<file path="config.mk">
export PLATFORM = sky130hd
export DESIGN_NAME = blind_motor_position_controller
export DESIGN_NICKNAME = d
export VERILOG_FILES = /design/src/design/bmpc_pkg.sv /design/src/design/bmpc_fifo.sv /design/src/design/bmpc_front.sv /design/src/design/bmpc_back.sv /design/src/design/blind_motor_position_controller.sv
export SDC_FILE = /design/constraint.sdc
export NUM_CORES = 1
export LEC_CHECK = 0
export ABC_AREA = 1
export BUFFER_PORTS_ARGS = -buffer_cell sky130_fd_sc_hd__buf_2
export CORE_UTILIZATION = 30
export CTS_CLUSTER_DIAMETER = 50
export DETAILED_ROUTE_END_ITERATION = 8
export PLACE_DENSITY = 0.44
export SKIP_LAST_GASP = 1
export SYNTH_ARGS = -nofsm -noshare
export SYNTH_HDL_FRONTEND = slang
export SYNTH_SLANG_ARGS = --single-unit
</file>
<file path="constraint.sdc">
create_clock -name clk -period 12 [get_ports clk]
set_clock_uncertainty 0.05 [all_clocks]
set_input_delay 0.6 -clock clk [delete_from_list [all_inputs] [get_ports clk]]
set_output_delay 0.6 -clock clk [all_outputs]
set_load 0.005 [all_outputs]
</file>
<file path="src/design/bmpc_pkg.sv">
`timescale 1ns / 1ps
// Package for the blind motor position controller.
// Holds request codes, state and direction encodings and shared structs.
package bmpc_pkg;

  localparam logic [2:0] REQ_HALL  = 3'd0;
  localparam logic [2:0] REQ_MS    = 3'd1;
  localparam logic [2:0] REQ_SPEED = 3'd2;
  localparam logic [2:0] REQ_START = 3'd3;
  localparam logic [2:0] REQ_STOP  = 3'd4;
  localparam logic [2:0] REQ_SETLOC = 3'd5;

  localparam logic [2:0] ST_STOPPED  = 3'd0;
  localparam logic [2:0] ST_MOVING   = 3'd1;
  localparam logic [2:0] ST_STOPPING = 3'd2;
  localparam logic [2:0] ST_ENDCAL   = 3'd3;
  localparam logic [2:0] ST_ERROR    = 3'd4;

  localparam logic [1:0] DIR_NONE = 2'd0;
  localparam logic [1:0] DIR_UP   = 2'd1;
  localparam logic [1:0] DIR_DOWN = 2'd2;

  localparam logic [2:0] PHASE_INVALID = 3'd4;

  localparam logic [2:0] CFG_SLOWDOWN = 3'd0;
  localparam logic [2:0] CFG_MINSPD   = 3'd1;
  localparam logic [2:0] CFG_GRACE    = 3'd2;
  localparam logic [2:0] CFG_STALL    = 3'd3;
  localparam logic [2:0] CFG_STOPTO   = 3'd4;
  localparam logic [2:0] CFG_SETTLE   = 3'd5;

  localparam int IN_W = 47;

  typedef struct packed {
    logic [2:0]  req_type;
    logic        hall_sensor;
    logic        hall_level;
    logic        move_dir;
    logic [7:0]  start_speed;
    logic signed [15:0] target_loc;
    logic signed [15:0] new_location;
    logic        set_calibrating;
  } req_t;

  typedef struct packed {
    logic [1:0]  drive_dir;
    logic [7:0]  pwm_duty;
    logic [2:0]  motor_state;
    logic signed [15:0] cur_location;
    logic [7:0]  rpm_estimate;
    logic        is_calibrating;
  } res_t;

endpackage

</file>
<file path="src/design/bmpc_fifo.sv">
`timescale 1ns / 1ps
// Two-entry request queue between the front and back parts.
// Uses bmpc_pkg for the request struct.
module bmpc_fifo (
  input  logic             clk,
  input  logic             rst_n,
  input  logic             wr_valid,
  output logic             wr_ready,
  input  bmpc_pkg::req_t   wr_data,
  output logic             rd_valid,
  input  logic             rd_ready,
  output bmpc_pkg::req_t   rd_data
);
  import bmpc_pkg::*;

  req_t       mem_r [2];
  logic       wp_r, wp_nxt, rp_r, rp_nxt;
  logic [1:0] cnt_r, cnt_nxt;
  logic       wr_en, rd_en;

  assign wr_ready = (cnt_r != 2'd2);
  assign rd_valid = (cnt_r != 2'd0);
  assign rd_data  = mem_r[rp_r];
  assign wr_en    = wr_valid && wr_ready;
  assign rd_en    = rd_valid && rd_ready;

  always_comb begin
    wp_nxt  = wp_r ^ wr_en;
    rp_nxt  = rp_r ^ rd_en;
    cnt_nxt = cnt_r + {1'b0, wr_en} - {1'b0, rd_en};
  end

  always_ff @(posedge clk) begin
    if (!rst_n) begin
      wp_r  <= 1'b0;
      rp_r  <= 1'b0;
      cnt_r <= 2'd0;
    end else begin
      wp_r  <= wp_nxt;
      rp_r  <= rp_nxt;
      cnt_r <= cnt_nxt;
    end
    if (wr_en) mem_r[wp_r] <= wr_data;
  end

`ifndef SYNTHESIS
  a_cnt_range: assert property (@(posedge clk) disable iff (!rst_n) cnt_r != 2'd3)
    else $error("queue count out of range");
  a_no_overflow: assert property (@(posedge clk) disable iff (!rst_n)
    cnt_r == 2'd2 |-> !wr_ready) else $error("queue accepts when full");
  a_ptr: assert property (@(posedge clk) disable iff (!rst_n)
    (cnt_r == 2'd0 || cnt_r == 2'd2) |-> wp_r == rp_r) else $error("pointer mismatch");
`endif
endmodule

</file>
<file path="src/design/bmpc_front.sv">
`timescale 1ns / 1ps
// Front part: accepts input transfers and unpacks them.
// Uses bmpc_pkg for the request struct and codes.
module bmpc_front (
  input  logic           clk,
  input  logic           rst_n,
  input  logic           in_tvalid,
  output logic           in_tready,
  input  logic [47:0]    in_tdata,
  output logic           q_valid,
  input  logic           q_ready,
  output bmpc_pkg::req_t q_data
);
  import bmpc_pkg::*;

  req_t r;

  always_comb begin
    r.req_type        = in_tdata[2:0];
    r.hall_sensor     = in_tdata[3];
    r.hall_level      = in_tdata[4];
    r.move_dir        = in_tdata[5];
    r.start_speed     = in_tdata[13:6];
    r.target_loc      = in_tdata[29:14];
    r.new_location    = in_tdata[45:30];
    r.set_calibrating = in_tdata[46];
  end

  assign in_tready = q_ready;
  assign q_valid   = in_tvalid;
  assign q_data    = r;

`ifndef SYNTHESIS
  a_pass: assert property (@(posedge clk) disable iff (!rst_n)
    q_valid && q_ready |-> in_tvalid && in_tready) else $error("lost transfer");
  a_type: assert property (@(posedge clk) disable iff (!rst_n)
    q_valid |-> q_data.req_type == in_tdata[2:0]) else $error("bad unpack");
  a_tgt: assert property (@(posedge clk) disable iff (!rst_n)
    q_valid |-> q_data.target_loc == in_tdata[29:14]) else $error("bad unpack");
`endif
endmodule

</file>
<file path="src/design/bmpc_back.sv">
`timescale 1ns / 1ps
// Back part: the controller state, a serial divider for rpm and slowdown, and the
// output register. Uses bmpc_pkg for codes and the request and result structs.
module bmpc_back #(
  parameter int MOTOR_REDUCTION = 171,
  parameter int START_DUTY      = 60
) (
  input  logic           clk,
  input  logic           rst_n,
  input  logic           q_valid,
  output logic           q_ready,
  input  bmpc_pkg::req_t q_data,
  input  logic [7:0]     approach_scale,
  input  logic [7:0]     min_approach_speed,
  input  logic [15:0]    grace_ms,
  input  logic [15:0]    stall_timeout_ms,
  input  logic [15:0]    stopping_timeout_ms,
  input  logic [15:0]    endpoint_settle_ms,
  output logic           res_valid,
  input  logic           res_ready,
  output bmpc_pkg::res_t res_data
);
  import bmpc_pkg::*;

  localparam logic [15:0] RPM_NUM = 16'((60 * 1000) / MOTOR_REDUCTION);
  localparam logic [7:0]  SDUTY   = 8'(START_DUTY);

  typedef enum logic [5:0] {
    S_IDLE = 6'b000001, S_DIV1 = 6'b000010, S_DIV2 = 6'b000100,
    S_EXEC = 6'b001000, S_DIV3 = 6'b010000, S_OUT  = 6'b100000
  } fsm_t;

  fsm_t state_r, state_nxt;

  logic signed [15:0] loc_r, loc_nxt, tgt_r, tgt_nxt;
  logic [2:0]  run_r, run_nxt, ph_r, ph_nxt;
  logic [1:0]  dir_r, dir_nxt, ec_r, ec_nxt;
  logic [7:0]  goal_r, goal_nxt, duty_r, duty_nxt, rpm_r, rpm_nxt;
  logic [15:0] hi_r, hi_nxt, idle_r, idle_nxt, runms_r, runms_nxt, set_r, set_nxt;
  logic        cal_r, cal_nxt;

  // Shared restoring divider: 24-bit dividend, 17-bit divisor.
  logic [23:0] dq_r, dq_nxt;
  logic [16:0] drem_r, drem_nxt, dden_r, dden_nxt;
  logic [4:0]  dcnt_r, dcnt_nxt;
  logic        dbusy;
  logic [17:0] dtrial;
  logic [23:0] slow_thr_r, slow_thr_nxt;
  logic [15:0] dist_r, dist_nxt;

  res_t out_r, out_nxt;
  logic ov_r, ov_nxt;

  assign q_ready   = (state_r == S_IDLE) && !ov_r;
  assign res_valid = ov_r;
  assign res_data  = out_r;
  assign dbusy     = (dcnt_r != 5'd0);
  assign dtrial    = {drem_r, dq_r[23]} - {1'b0, dden_r};

  function automatic logic [15:0] inc16(input logic [15:0] v);
    inc16 = (v == 16'hFFFF) ? v : v + 16'd1;
  endfunction

  function automatic logic signed [15:0] sat_add(input logic signed [15:0] v,
                                                 input logic up);
    logic signed [16:0] s;
    s = up ? 17'(v) - 17'sd1 : 17'(v) + 17'sd1;
    if (s > 17'sd32767) sat_add = 16'sh7FFF;
    else if (s < -17'sd32768) sat_add = 16'sh8000;
    else sat_add = s[15:0];
  endfunction

  always_comb begin
    logic [2:0]  np;
    logic [1:0]  d;
    logic        do_tick, up;
    logic signed [16:0] lm, dd;
    logic [7:0]  sp, diff, ns;
    logic [2:0]  st;
    logic [1:0]  dr;
    state_nxt = state_r;
    loc_nxt = loc_r; tgt_nxt = tgt_r; run_nxt = run_r; dir_nxt = dir_r;
    goal_nxt = goal_r; duty_nxt = duty_r; ph_nxt = ph_r; ec_nxt = ec_r;
    hi_nxt = hi_r; idle_nxt = idle_r; runms_nxt = runms_r; set_nxt = set_r;
    cal_nxt = cal_r; rpm_nxt = rpm_r;
    dq_nxt = dq_r; drem_nxt = drem_r; dden_nxt = dden_r; dcnt_nxt = dcnt_r;
    slow_thr_nxt = slow_thr_r; dist_nxt = dist_r;
    out_nxt = out_r; ov_nxt = ov_r;
    np = 3'd0; d = 2'd0; do_tick = 1'b0; up = 1'b0; lm = '0; dd = '0;
    sp = rpm_r; diff = 8'd0; ns = 8'd0; st = run_r; dr = dir_r;
    if (ov_r && res_ready) ov_nxt = 1'b0;
    if (dbusy) begin
      dcnt_nxt = dcnt_r - 5'd1;
      if (!dtrial[17]) begin
        drem_nxt = dtrial[16:0];
        dq_nxt = {dq_r[22:0], 1'b1};
      end else begin
        drem_nxt = {drem_r[15:0], dq_r[23]};
        dq_nxt = {dq_r[22:0], 1'b0};
      end
    end
    case (state_r)
      S_IDLE: begin
        if (q_valid && q_ready) begin
          state_nxt = S_EXEC;
          case (q_data.req_type)
            REQ_HALL: begin
              np = {1'b0, ~q_data.hall_level, q_data.hall_sensor};
              if (!q_data.hall_sensor) begin
                if (ec_r < 2'd2) ec_nxt = ec_r + 2'd1;
                if (ec_r != 2'd0) hi_nxt = idle_r;
                idle_nxt = 16'd0;
              end
              if (ph_r < PHASE_INVALID) begin
                d = np[1:0] - ph_r[1:0];
                if (d == 2'd1 && dir_r != DIR_DOWN) begin do_tick = 1'b1; up = 1'b1; end
                if (d == 2'd3 && dir_r != DIR_UP) begin do_tick = 1'b1; up = 1'b0; end
              end
              ph_nxt = np;
              if (do_tick && !cal_r) begin
                loc_nxt = sat_add(loc_r, up);
                lm = up ? 17'(loc_nxt) - 17'sd1 : 17'(loc_nxt) + 17'sd1;
                if (up && dir_r == DIR_UP && tgt_r != -16'sd1 && lm <= 17'(tgt_r)) begin
                  run_nxt = ST_STOPPED; dir_nxt = DIR_NONE; duty_nxt = 8'd0;
                  hi_nxt = 16'd0; ec_nxt = 2'd0; idle_nxt = 16'd0; goal_nxt = 8'd0;
                end else if (!up && dir_r == DIR_DOWN && lm >= 17'(tgt_r)) begin
                  run_nxt = ST_STOPPED; dir_nxt = DIR_NONE; duty_nxt = 8'd0;
                  hi_nxt = 16'd0; ec_nxt = 2'd0; idle_nxt = 16'd0; goal_nxt = 8'd0;
                end else if (dir_r != DIR_NONE && approach_scale != 8'd0) begin
                  dd = 17'(tgt_r) - 17'(loc_nxt);
                  if (dd < 0) dd = -dd;
                  dist_nxt = dd[15:0];
                  if (dd[16]) dist_nxt = 16'hFFFF;
                  // Threshold goal*factor/8 is the product shifted down by three.
                  slow_thr_nxt = 24'(goal_r) * 24'(approach_scale);
                  state_nxt = S_DIV3;
                  dq_nxt = {4'd0, dd[16:0], 3'b000};
                  drem_nxt = 17'd0;
                  dden_nxt = {9'd0, approach_scale};
                  dcnt_nxt = 5'd24;
                end
              end
            end
            REQ_MS: begin
              if (run_r == ST_MOVING || run_r == ST_STOPPING) begin
                idle_nxt = inc16(idle_r);
                runms_nxt = inc16(runms_r);
                if (runms_nxt > grace_ms && idle_nxt > stall_timeout_ms &&
                    !(run_r == ST_STOPPING && idle_nxt < stopping_timeout_ms)) begin
                  st = run_r; dr = dir_r;
                  run_nxt = ST_STOPPED; dir_nxt = DIR_NONE; duty_nxt = 8'd0;
                  hi_nxt = 16'd0; ec_nxt = 2'd0; goal_nxt = 8'd0;
                  idle_nxt = 16'd0;
                  if (st == ST_MOVING) begin
                    if (dr == DIR_UP) begin run_nxt = ST_ENDCAL; set_nxt = 16'd0; end
                    else run_nxt = ST_ERROR;
                  end
                end
              end else if (run_r == ST_ENDCAL) begin
                set_nxt = inc16(set_r);
                if (set_nxt > endpoint_settle_ms) begin
                  run_nxt = ST_STOPPED; cal_nxt = 1'b0; loc_nxt = 16'sd0;
                end
              end
            end
            REQ_SPEED: begin
              if (run_r == ST_MOVING || run_r == ST_STOPPING) begin
                if (sp < goal_r && duty_r < 8'd254) begin
                  diff = goal_r - sp;
                  duty_nxt = duty_r + ((diff > 8'd2) ? 8'd2 : 8'd1);
                end
                if (sp > goal_r && duty_r > 8'd1) begin
                  diff = sp - goal_r;
                  if (diff > 8'd4) duty_nxt = (duty_r > 8'd2) ? duty_r - 8'd3 : 8'd0;
                  else if (diff > 8'd2) duty_nxt = duty_r - 8'd2;
                  else duty_nxt = duty_r - 8'd1;
                end
              end
            end
            REQ_START: begin
              hi_nxt = 16'd0; ec_nxt = 2'd0; idle_nxt = 16'd0; runms_nxt = 16'd0;
              goal_nxt = q_data.start_speed; duty_nxt = SDUTY;
              run_nxt = ST_MOVING;
              dir_nxt = q_data.move_dir ? DIR_DOWN : DIR_UP;
              tgt_nxt = q_data.target_loc;
            end
            REQ_STOP: begin
              run_nxt = ST_STOPPED; dir_nxt = DIR_NONE; duty_nxt = 8'd0;
              hi_nxt = 16'd0; ec_nxt = 2'd0; idle_nxt = 16'd0; goal_nxt = 8'd0;
            end
            REQ_SETLOC: begin
              loc_nxt = q_data.new_location; cal_nxt = q_data.set_calibrating;
            end
            default: ;
          endcase
        end
      end
      S_DIV3: begin
        if (!dbusy) begin
          // Quotient of dist*8/factor.
          if ({5'd0, dist_r} < slow_thr_r[23:3]) begin
            if (dq_r[23:8] != 16'd0) ns = 8'hFF;
            else if (dq_r[7:0] < min_approach_speed) ns = min_approach_speed;
            else ns = dq_r[7:0];
            run_nxt = ST_STOPPING;
            if (dq_r[23:8] == 16'd0 && ns < goal_r) goal_nxt = ns;
          end
          state_nxt = S_EXEC;
        end
      end
      S_EXEC: begin
        // Start the rpm division 60000/ratio/interval/2, or set rpm to zero if no interval is known.
        if (hi_r == 16'd0) begin
          rpm_nxt = 8'd0;
          state_nxt = S_OUT;
        end else begin
          dq_nxt = {8'd0, RPM_NUM};
          drem_nxt = 17'd0;
          dden_nxt = {hi_r, 1'b0};
          dcnt_nxt = 5'd24;
          state_nxt = S_DIV1;
        end
      end
      S_DIV1: begin
        if (!dbusy) begin
          rpm_nxt = (dq_r[23:8] != 16'd0) ? 8'hFF : dq_r[7:0];
          state_nxt = S_OUT;
        end
      end
      S_OUT: begin
        if (!ov_r || res_ready) begin
          out_nxt.drive_dir = dir_r;
          out_nxt.pwm_duty = (dir_r != DIR_NONE) ? duty_r : 8'd0;
          out_nxt.motor_state = run_r;
          out_nxt.cur_location = loc_r;
          out_nxt.rpm_estimate = rpm_r;
          out_nxt.is_calibrating = cal_r;
          ov_nxt = 1'b1;
          state_nxt = S_IDLE;
        end
      end
      default: state_nxt = S_IDLE;
    endcase
  end

  always_ff @(posedge clk) begin
    if (!rst_n) begin
      state_r <= S_IDLE;
      loc_r <= '0; tgt_r <= '0; run_r <= ST_STOPPED; dir_r <= DIR_NONE;
      goal_r <= '0; duty_r <= '0; ph_r <= PHASE_INVALID; ec_r <= '0;
      hi_r <= '0; idle_r <= '0; runms_r <= '0; set_r <= '0; cal_r <= 1'b0;
      rpm_r <= '0; dcnt_r <= '0; ov_r <= 1'b0;
    end else begin
      state_r <= state_nxt;
      loc_r <= loc_nxt; tgt_r <= tgt_nxt; run_r <= run_nxt; dir_r <= dir_nxt;
      goal_r <= goal_nxt; duty_r <= duty_nxt; ph_r <= ph_nxt; ec_r <= ec_nxt;
      hi_r <= hi_nxt; idle_r <= idle_nxt; runms_r <= runms_nxt; set_r <= set_nxt;
      cal_r <= cal_nxt; rpm_r <= rpm_nxt; dcnt_r <= dcnt_nxt; ov_r <= ov_nxt;
    end
    dq_r <= dq_nxt; drem_r <= drem_nxt; dden_r <= dden_nxt;
    slow_thr_r <= slow_thr_nxt; dist_r <= dist_nxt; out_r <= out_nxt;
  end

`ifndef SYNTHESIS
  a_onehot: assert property (@(posedge clk) disable iff (!rst_n) $onehot(state_r))
    else $error("state not one-hot");
  a_duty_off: assert property (@(posedge clk) disable iff (!rst_n)
    res_valid && res_data.drive_dir == DIR_NONE |-> res_data.pwm_duty == 8'd0)
    else $error("duty while off");
  a_dir_state: assert property (@(posedge clk) disable iff (!rst_n)
    dir_r != DIR_NONE |-> run_r == ST_MOVING || run_r == ST_STOPPING)
    else $error("direction without run");
  a_div_idle: assert property (@(posedge clk) disable iff (!rst_n)
    state_r == S_IDLE |-> !dbusy) else $error("divider busy while idle");
`endif
endmodule

</file>
<file path="src/design/blind_motor_position_controller.sv">
`timescale 1ns / 1ps
// Blind motor position controller: takes hall edges, ms and speed ticks, start,
// stop and set-location requests and returns one status transfer per request.
// The rpm division is skipped while the hall interval is unknown, and a hall tick
// may run the approach slowdown division first; the serial 24-step divider is
// shared by the slowdown and rpm computations. A new request is taken only once
// the status of the last one has been accepted. Uses bmpc_pkg, bmpc_front,
// bmpc_fifo, bmpc_back.
module blind_motor_position_controller #(
  parameter int MOTOR_REDUCTION = 171,
  parameter int START_DUTY      = 60
) (
  input  logic        clk,
  input  logic        rst_n,
  input  logic        in_tvalid,
  output logic        in_tready,
  // req_type[2:0], hall_sensor, hall_level, move_dir, start_speed[7:0],
  // target_loc[15:0], new_location[15:0], set_calibrating, zero pad
  input  logic [47:0] in_tdata,
  output logic        out_tvalid,
  input  logic        out_tready,
  // drive_dir[1:0], pwm_duty[7:0], motor_state[2:0], cur_location[15:0],
  // rpm_estimate[7:0], is_calibrating, zero pad
  output logic [39:0] out_tdata,
  input  logic        cfg_valid,
  output logic        cfg_ready,
  input  logic [2:0]  cfg_index,
  input  logic [15:0] cfg_data
);
  import bmpc_pkg::*;

  logic [7:0]  sf_r, ms_r;
  logic [15:0] gr_r, st_r, so_r, es_r;
  logic        fv, fr, bv, br, rv;
  req_t        fd, bd;
  res_t        rd;

  assign cfg_ready = 1'b1;

  always_ff @(posedge clk) begin
    if (!rst_n) begin
      sf_r <= 8'd8; ms_r <= 8'd10; gr_r <= 16'd1000;
      st_r <= 16'd200; so_r <= 16'd1000; es_r <= 16'd1000;
    end else if (cfg_valid) begin
      case (cfg_index)
        CFG_SLOWDOWN: sf_r <= cfg_data[7:0];
        CFG_MINSPD:   ms_r <= cfg_data[7:0];
        CFG_GRACE:    gr_r <= cfg_data;
        CFG_STALL:    st_r <= cfg_data;
        CFG_STOPTO:   so_r <= cfg_data;
        CFG_SETTLE:   es_r <= cfg_data;
        default: ;
      endcase
    end
  end

  bmpc_front u_front (.clk, .rst_n, .in_tvalid, .in_tready, .in_tdata,
    .q_valid(fv), .q_ready(fr), .q_data(fd));
  bmpc_fifo u_fifo (.clk, .rst_n, .wr_valid(fv), .wr_ready(fr), .wr_data(fd),
    .rd_valid(bv), .rd_ready(br), .rd_data(bd));
  bmpc_back #(.MOTOR_REDUCTION(MOTOR_REDUCTION), .START_DUTY(START_DUTY)) u_back (
    .clk, .rst_n, .q_valid(bv), .q_ready(br), .q_data(bd),
    .approach_scale(sf_r), .min_approach_speed(ms_r), .grace_ms(gr_r),
    .stall_timeout_ms(st_r), .stopping_timeout_ms(so_r), .endpoint_settle_ms(es_r),
    .res_valid(rv), .res_ready(out_tready), .res_data(rd));

  assign out_tvalid = rv;
  assign out_tdata  = {2'b00, rd.is_calibrating, rd.rpm_estimate, rd.cur_location,
                       rd.motor_state, rd.pwm_duty, rd.drive_dir};

`ifndef SYNTHESIS
  a_cfg: assert property (@(posedge clk) disable iff (!rst_n) cfg_ready)
    else $error("config not ready");
  a_pad: assert property (@(posedge clk) disable iff (!rst_n)
    out_tvalid |-> out_tdata[39:38] == 2'b00) else $error("pad bits set");
  a_state: assert property (@(posedge clk) disable iff (!rst_n)
    out_tvalid |-> out_tdata[12:10] <= 3'd4) else $error("bad state");
`endif
endmodule
</file>
---- After elaboration in Yosys (flattened, before gate mapping) ----
Memories as Yosys holds them, arrays and structs flattened. A register that Yosys moved wholly into a read port is not among the register bits.
Cells that the tools add are included.
word-level totals
  bits in registers ....................... 355
  input bits .............................. 72
  RAM bits ................................ 94
  memories ................................ 1
memories
  memory        words  width  read ports  clocked after memory_dff  write ports  line             source
  u_fifo.mem_r  2      47     1           1                         1            bmpc_fifo.sv:16  req_t mem_r [2];
operators by class
  muxes and demuxes ....................... 170
  add/sub/neg operators ................... 21
  bitwise gates (word level) .............. 5
  multipliers ............................. 1
  reduce and logical (&&, ||, !) cells .... 69
  magnitude comparators ................... 22
  equal/unequal tests ..................... 62
operator list
  kind                   number
  $mux 16                32
  $mux 17                26
  $mux 24                8
  $mux 8                 23
  $pmux 16 s3            3
  $pmux 17 s2            2
  $mux 6                 9
  $add 16x1->16 const B  3
  $eq 16x16->1 const B   3
  $gt 16x16->1           3
  $pmux 24 s2            1
  $mux 5                 9
  $pmux 8 s5             1
  $mux 3                 12
  $add 16x2->17 const B  2
  $sub 16x2->17 const B  2
  $logic_not 16->1       2
  $pmux 16 s2            1
  $pmux 8 s2             2
  $pmux 8 s4             1
  $pmux 6 s5             1
  $ne 2x2->1 const B     14
  $reduce_and 7->1       4
  $gt 8x2->1 const B     3
  other kinds (72)       183

---- Logic depth before layout (Yosys ltp) ----
Gate-level depths: netlist (run 1).
  depth after elaboration ................. 35
  mapped depth ............................ 66

---- Cells and area by module ----
A second synthesis (run 1) with hierarchy kept.
second synthesis, totals
  cells, all modules ...................... 3884
  area, all modules ....................... 29831.1 um^2
by module, submodules not included
  module                           area an instance (um^2)  sequential area each (um^2)  instances  cells each
  bmpc_back                        22559.1                  6185.9                       1          3206
  bmpc_fifo                        3758.6                   2922.8                       1          182
  blind_motor_position_controller  3145.5                   1601.5                       1          447
  bmpc_front                       367.9                    0.0                          1          49

---- Worst setup path after synthesis (run 1) ----
Ideal clock, no wire load.
  path type ............................... flip-flop to flip-flop
  start ................................... register with a tool-made name
  end ..................................... register u_back.dden_r[0], enable pin
  data required time ...................... 11.597 ns
  stages on the path, launching flop included .. 52
  period minus slack after synthesis ...... 8.388 ns
  path buffers ............................ 6
  setup slack ............................. 3.612 ns
  arrival ................................. 7.985 ns
  path through ............................ dfxtp_1 -> inv_2 -> clkbuf_1 -> or2_2 -> nand2_1 -> ha_1 -> inv_1 -> nand2_1 -> nand2_1 -> nand2_1 -> nand2_4 -> nand3_4 -> inv_1 -> buf_4 -> buf_4 -> ha_1 -> inv_1 -> a31oi_1 -> [16 not listed] -> nand4_1 -> nand2_1 -> inv_1 -> ha_1 -> nand2_1 -> inv_1 -> nand3_1 -> nor3_1 -> nand3_1 -> o211ai_1 -> xor2_1 -> nand2_1 -> nand3_1 -> nand4_1 -> nor2_2 -> nor2_1 -> nor2_2 -> buf_2
RTL lines
  what                    line              source
  end signal: assignment  bmpc_back.sv:260  dq_r <= dq_nxt; drem_r <= drem_nxt; dden_r <= dden_nxt;
  end: declaration        bmpc_back.sv:44   logic [16:0] drem_r, drem_nxt, dden_r, dden_nxt;

==> results of run 1 <==
## final cells by class
type | count | area, um2
Sequential cell | 446 | 10710
Multi-Input combinational cell | 2494 | 15060
Inverter | 553 | 2076
Clock buffer | 89 | 1989
Fill cell | 9980 | 60710
Timing Repair Buffer | 139 | 770.7
Tap cell | 1254 | 1569
Clock inverter | 49 | 583.1
## Yosys cell counts (42+ instances only)
cell type	count	share of area
dfxtp_1	268	0.19
nand3_1	96	0.017
inv_1	533	0.071
nand2_1	707	0.094
clkbuf_1	108	0.014
nor3_1	53	0.0094
o21ai_0	265	0.047
ha_1	222	0.098
a21oi_1	308	0.054
a31oi_1	72	0.016
xor2_1	91	0.028
edfxtp_1	178	0.19
fa_1	42	0.030
nand4_1	76	0.017
nor2_1	248	0.033
## cells by family (layout without fill, tap and decap cells)
logic type	Yosys count	in the layout
buffers and inverters	676	830
muxes	31	31
xor gates and xnor gates	115	115
DFF	446	446
AOI/OAI and AO/OA	811	811
and+or+nand+nor	1269	1269
adders and majority gates	265	265
other	2	3
## cells in the final DEF (no fill, tap or decap), drive strengths merged, types with 91 or more instances in the layout
cell and n:
edfxtp 178, buf 139, o21ai 273, dfxtp 268, a21oi 310, nand3 99
xor2 91, inv 560, nor2 259, nand2 724, ha 222
## flip-flops by register name, indices dropped and copies added (netlist names), 13 cells and up, named ones only
name               flops
es_r                  16
gr_r                  16
so_r                  16
st_r                  16
u_back.dden_r         17
u_back.dist_r         16
u_back.dq_r           24
u_back.drem_r         17
u_back.hi_r           16
u_back.idle_r         16
u_back.loc_r          16
u_back.res_data       38
u_back.runms_r        16
u_back.set_r          16
u_back.slow_thr_r     13
u_back.tgt_r          16
u_fifo.mem_r          94
## routing by layer
metal	routed length [um]	track usage
met1	43560	0.2580
met3	3886	0.03320
met5	28	0
met4	1584	0.04847
met2	36030	0.2663
## worst paths after layout
path	slack, ns	startpoint	endpoint	depth (start not counted)
max reg2reg	1.53	flip-flop	u_back.goal_r[1]$_SDFFE_PN0P_	48
min reg2reg	0.39	u_back.run_r[0]$_SDFFE_PN0P_	u_back.res_data[25]$_DFFE_PP_	0
max	1.53	flip-flop	u_back.goal_r[1]$_SDFFE_PN0P_	48
min	0.11	in_tdata[7]	u_fifo.mem_r[0][34]$_DFFE_PP_	1
## worst reg2reg max path: cells and delay by family, from the launching register on
family	cells	cell delay, ns
flops	1	0.33
xor+xnor	1	0.26
buf+inv	9	2.24
simple gates	25	3.81
compound gates	9	2.19
fa+ha+maj	4	1.42
## through the flow
| step | cell area (um2) | utilization | hold slack, ns | total power, W | instances |
|---|---|---|---|---|---|
| CTS | 32760 | 0.3505 | 0.06463 | 0.008454 | 5024 |
| floorplan | 28320 | - | 0.3564 | 0.005021 | 3616 |
| global route | 32760 | 0.3505 | 0.08706 | 0.009084 | 5024 |
| finish | 32760 | 0.3505 | 0.1110 | 0.008361 | 5024 |
| detailed placement | 30180 | 0.3229 | 0.3745 | 0.006193 | 4886 |
| global placement | 30180 | 0.3229 | 0.3852 | 0.006188 | 4886 |
## power groups by stage
stage | Combinational [W] | Sequential, W | Clock [W]
floorplan | 0.00293 | 0.00209 | 0
global placement | 0.00398 | 0.00221 | 0
detailed placement | 0.00398 | 0.00221 | 0
CTS | 0.00400 | 0.00218 | 0.00227
global route | 0.00454 | 0.00221 | 0.00233
finish | 0.00397 | 0.00218 | 0.00221
==> flow_summary.toml, run 1 <==
[pwr]
power.share.switching = 0.4472
ir_worst_vdd_mv = 0.1379
p_int_w = 0.004622
power_frac_comb = 0.475
leakage_nw = 14.24
power_density_mw_per_mm2 = 255.2
pwr-share-clk = 0.264
seqPwrFrac = 0.261
switching_power_w = 0.003739

[cts]
clk_pin_slew_ns = 0.05
clock-sinks = 446
ctsHoldBuffers = 0
cts_made_buffers = 74
root_buffer = "clkbuf_16"
clockBufferDepth = 3
clk_latency_ns = 0.64
cts_tree = "yes"
ctsResizeCount = 0
h-tree-depth = 3
cts_setup_buffers = 0

[detailed_routing]
dr.pass1.iters = 5
via_per_inst = 4.789
wirelength_mm = 85.09
drc = 0
detail-route-antenna-nets = 0
routedWlPerCell_um = 16.94
first_iter_violations = 1401
vias = 24060

[sta]
rsz0062_at_grt = "no"
final.setup.worst_slack_ns = 1.530
tightest_slew_ns = 1.060
fmax_mhz = 95.51
final.setup.tns_ns = 0
period_needed_ns = 10.47
fin_crit_sh = 0.8725
hold_violations = 0
relSlewSlack = 0.2876
finalMaxSlewViolations = 0
setup_viol = 0

[setup_path]
criticalPathCategory = "flip-flop to flip-flop"
worst_ep_required_time_ns = 12.44
slowest_delay_ns = 0.60
crit_family = "simple AND/OR/NAND/NOR gates"
path_common_cell = "nand2_1"
worst_path_max_delay_cell = "buf_4"
arrival_ns = 10.91
cp-start-kind = "flip-flop"
end_kind = "flip-flop"
timing.critical_path.buf_inv = 9
cp_max_fo = 48

[synthesis]
synth_area_mm2 = 0.02832
syn_area_per_cell_um2 = 7.834
synth_top_family_by_area = "simple AND/OR/NAND/NOR gates"
seq_area_frac_synth = 0.3782
yosysWarnings = 0
muxShareOfSynthArea = 0.01175
yosys.area_share.simple = 0.1920
synth_cells = 3615
synth.distinct_cells = 68
synth-xor-area-share = 0.03556
synth_compound_area_frac = 0.1626
synth_adder_area_share = 0.1282
synth_edf_count = 178
synth_seq_cells = 446
synth-main-ff-cell = "dfxtp_1"
async_reset_ff_frac = 0

[floorplanning]
initial_core_util = 0.3030
die_area_mm2 = 0.09564
floorplan.rows = 112
core_mm2 = 0.09347
ioPinCount = 115
die_y_um = 309.3
dieWidth_um = 309.3

[grt]
grt_pass1_wl_mm = 132.5
grt-ovfl-total = 0
grt_max_degree = 97
grt_pass1_vias = 22930
antenna_found_initial = 3
grt_use_total = 0.1776

[place]
pre_cts_slack_ns = 1.606
port_buffers = 110
place_congestion = 0.8756
dp_hpwl_mm = 63.49

[layout]
layout.nets = 4044
drive_gt1_frac = 0.09708
diodes = 0
synthToLayoutAreaGrowth_pct = 15.66

[hold_path]
hold_path.class = "primary input to flip-flop"

[job]
drv_cap = 0

[status]
status = "finished, final reports clean"
No activity file was read; power rests on OpenSTA's default activity.
==> inputs of run 2 (changes only) <==
--- a/config.mk
+++ b/config.mk
@@ -10,7 +10,6 @@
 export CORE_UTILIZATION = 30
 export CTS_CLUSTER_DIAMETER = 50
 export DETAILED_ROUTE_END_ITERATION = 8
-export PLACE_DENSITY = 0.44
 export SKIP_LAST_GASP = 1
 export SYNTH_ARGS = -nofsm -noshare
 export SYNTH_HDL_FRONTEND = slang
==> constraint.sdc (replaced) <==
create_clock -name clk -period 12 [get_ports clk]
set_clock_uncertainty 0.05 [all_clocks]
set_input_delay 2.4 -clock clk [delete_from_list [all_inputs] [get_ports clk]]
set_output_delay 2.4 -clock clk [all_outputs]
set_load 0.005 [all_outputs]
==> flow_summary.toml, run 2 (synthesized netlist as in run 1, its figures left out) <==
[setup_path]
end_kind = "flip-flop"
path_common_cell = "nand2_1"
cp-start-kind = "flip-flop"
criticalPathCategory = "flip-flop to flip-flop"
worst_path_max_delay_cell = "buf_4"
worst_ep_required_time_ns = 12.44
slowest_delay_ns = 0.58
arrival_ns = 10.69
cp_max_fo = 48

[sta]
finalMaxSlewViolations = 0
final.setup.tns_ns = 0
setup_viol = 0
tightest_slew_ns = 1.092
relSlewSlack = 0.2533
fin_crit_sh = 0.8542
hold_violations = 0
period_needed_ns = 10.25
fmax_mhz = 97.56
rsz0062_at_grt = "no"

[pwr]
power_density_mw_per_mm2 = 246.5
total_power_w = 0.007973
ir_worst_vdd_mv = 0.1625
leakage_nw = 14.05

[cts]
cts_made_buffers = 61
ctsResizeCount = 0
cts_setup_buffers = 0
cts_tree = "yes"
ctsHoldBuffers = 0
clk_pin_slew_ns = 0.06
clock-sinks = 446
clockBufferDepth = 3
h-tree-depth = 2
root_buffer = "clkbuf_16"
clk_latency_ns = 0.64

[floorplanning]
initial_core_util = 0.3030
core_mm2 = 0.09347
ioPinCount = 115
die_area_mm2 = 0.09564
die_y_um = 309.3
floorplan.rows = 112
dieWidth_um = 309.3

[detailed_routing]
first_iter_violations = 1676
wirelength_mm = 77.65
drc = 0
vias = 24230
detail-route-antenna-nets = 0
via_per_inst = 4.842
dr.pass1.iters = 5
routedWlPerCell_um = 15.52

[layout]
final_cell_mix = "nand2_1 (707), inv_1 (533), a21oi_1 (308), dfxtp_1 (267), o21ai_0 (265)"
synthToLayoutAreaGrowth_pct = 14.22
final_common_cell = "nand2_1"
drive_gt1_frac = 0.09178
layout.nets = 4031
fillCellCount = 9851
largest_reg_flops = 94
max_flop_register = "u_fifo.mem_r"

[place]
dp_hpwl_mm = 57.98
port_buffers = 110
place_congestion = 0.9098

[grt]
grt_use_total = 0.1600
grt_max_degree = 104
grt-ovfl-total = 0
grt_pass1_wl_mm = 122.2
grt_pass1_vias = 22680
antenna_found_initial = 12

[job]
drv_cap = 0

[hold_path]
hold_path.class = "flip-flop to flip-flop"

[status]
status = "finished, final reports clean"
-- run 2: changes by cell type in the layout (fill, tap and decap cells not counted), sizes merged --
cell,before,now
clkinvlp,9,5
diode,0,1
inv,560,559
clkbuf,89,73
clkinv,25,24
-- run 2: cell type report --
cell class / count / area, um2 / area share
Tap cell: 1254 / 1569 / 0.04850
Inverter: 553 / 2076 / 0.06417
Sequential cell: 446 / 10710 / 0.3311
Multi-Input combinational cell: 2494 / 15060 / 0.4655
Clock buffer: 73 / 1602 / 0.04951
Timing Repair Buffer: 139 / 770.7 / 0.02383
Antenna cell: 1 / 2.502 / 0.00007736
Clock inverter: 43 / 559.3 / 0.01729
-- run 2: routing by layer --
layer	vias to the layer above	GRT usage	wire, um	share of wire
li1	12340	-	-	-
met1	11190	0.2188	36830	0.47
met2	544	0.2473	33120	0.43
met3	135	0.03258	4910	0.063
met4	14	0.06010	2693	0.035
met5	-	0	90	0.0012
-- run 2: path summary, 6_finish.rpt --
kind	start	end	slack, ns	cells after the start
worst max-delay path	flip-flop	u_back.goal_r[1]$_SDFFE_PN0P_	1.75	48
worst min-delay path	gr_r[10]$_SDFFE_PN0P_	gr_r[10]$_SDFFE_PN0P_	0.41	2
worst max register to register	flip-flop	u_back.goal_r[1]$_SDFFE_PN0P_	1.75	48
worst min register to register	gr_r[10]$_SDFFE_PN0P_	gr_r[10]$_SDFFE_PN0P_	0.41	2
-- run 2: worst max-delay path: cells and delay by family (launching register included) --
family | cells | cell delay, ns
and+or+nand+nor | 25 | 3.70
buffers and inverters | 9 | 2.18
DFF | 1 | 0.33
xor gates and xnor gates | 1 | 0.40
adders and majority gates | 4 | 1.39
AOI/OAI and AO/OA | 9 | 2.01
-- run 2: per-stage QoR --
stage	area, um2	util	cells	worst slack, ns	hold WS [ns]
detailed placement	30180	0.3229	4886	1.817	0.3835
floorplan	28320	-	3616	3.612	0.3564
global placement	30180	0.3229	4886	1.818	0.3858
CTS	32340	0.3460	5002	1.772	0.4098
global route	32340	0.3460	5002	0.6947	0.4221
finish	32350	0.3461	5003	1.750	0.4101
-- run 2: power breakdown --
| group | switching, W | total (W) | internal (W) |
|---|---|---|---|
| Combinational | 0.00259 | 0.00389 | 0.00130 |
| Sequential | 0.000228 | 0.00217 | 0.00194 |
| Clock | 0.000758 | 0.00191 | 0.00115 |
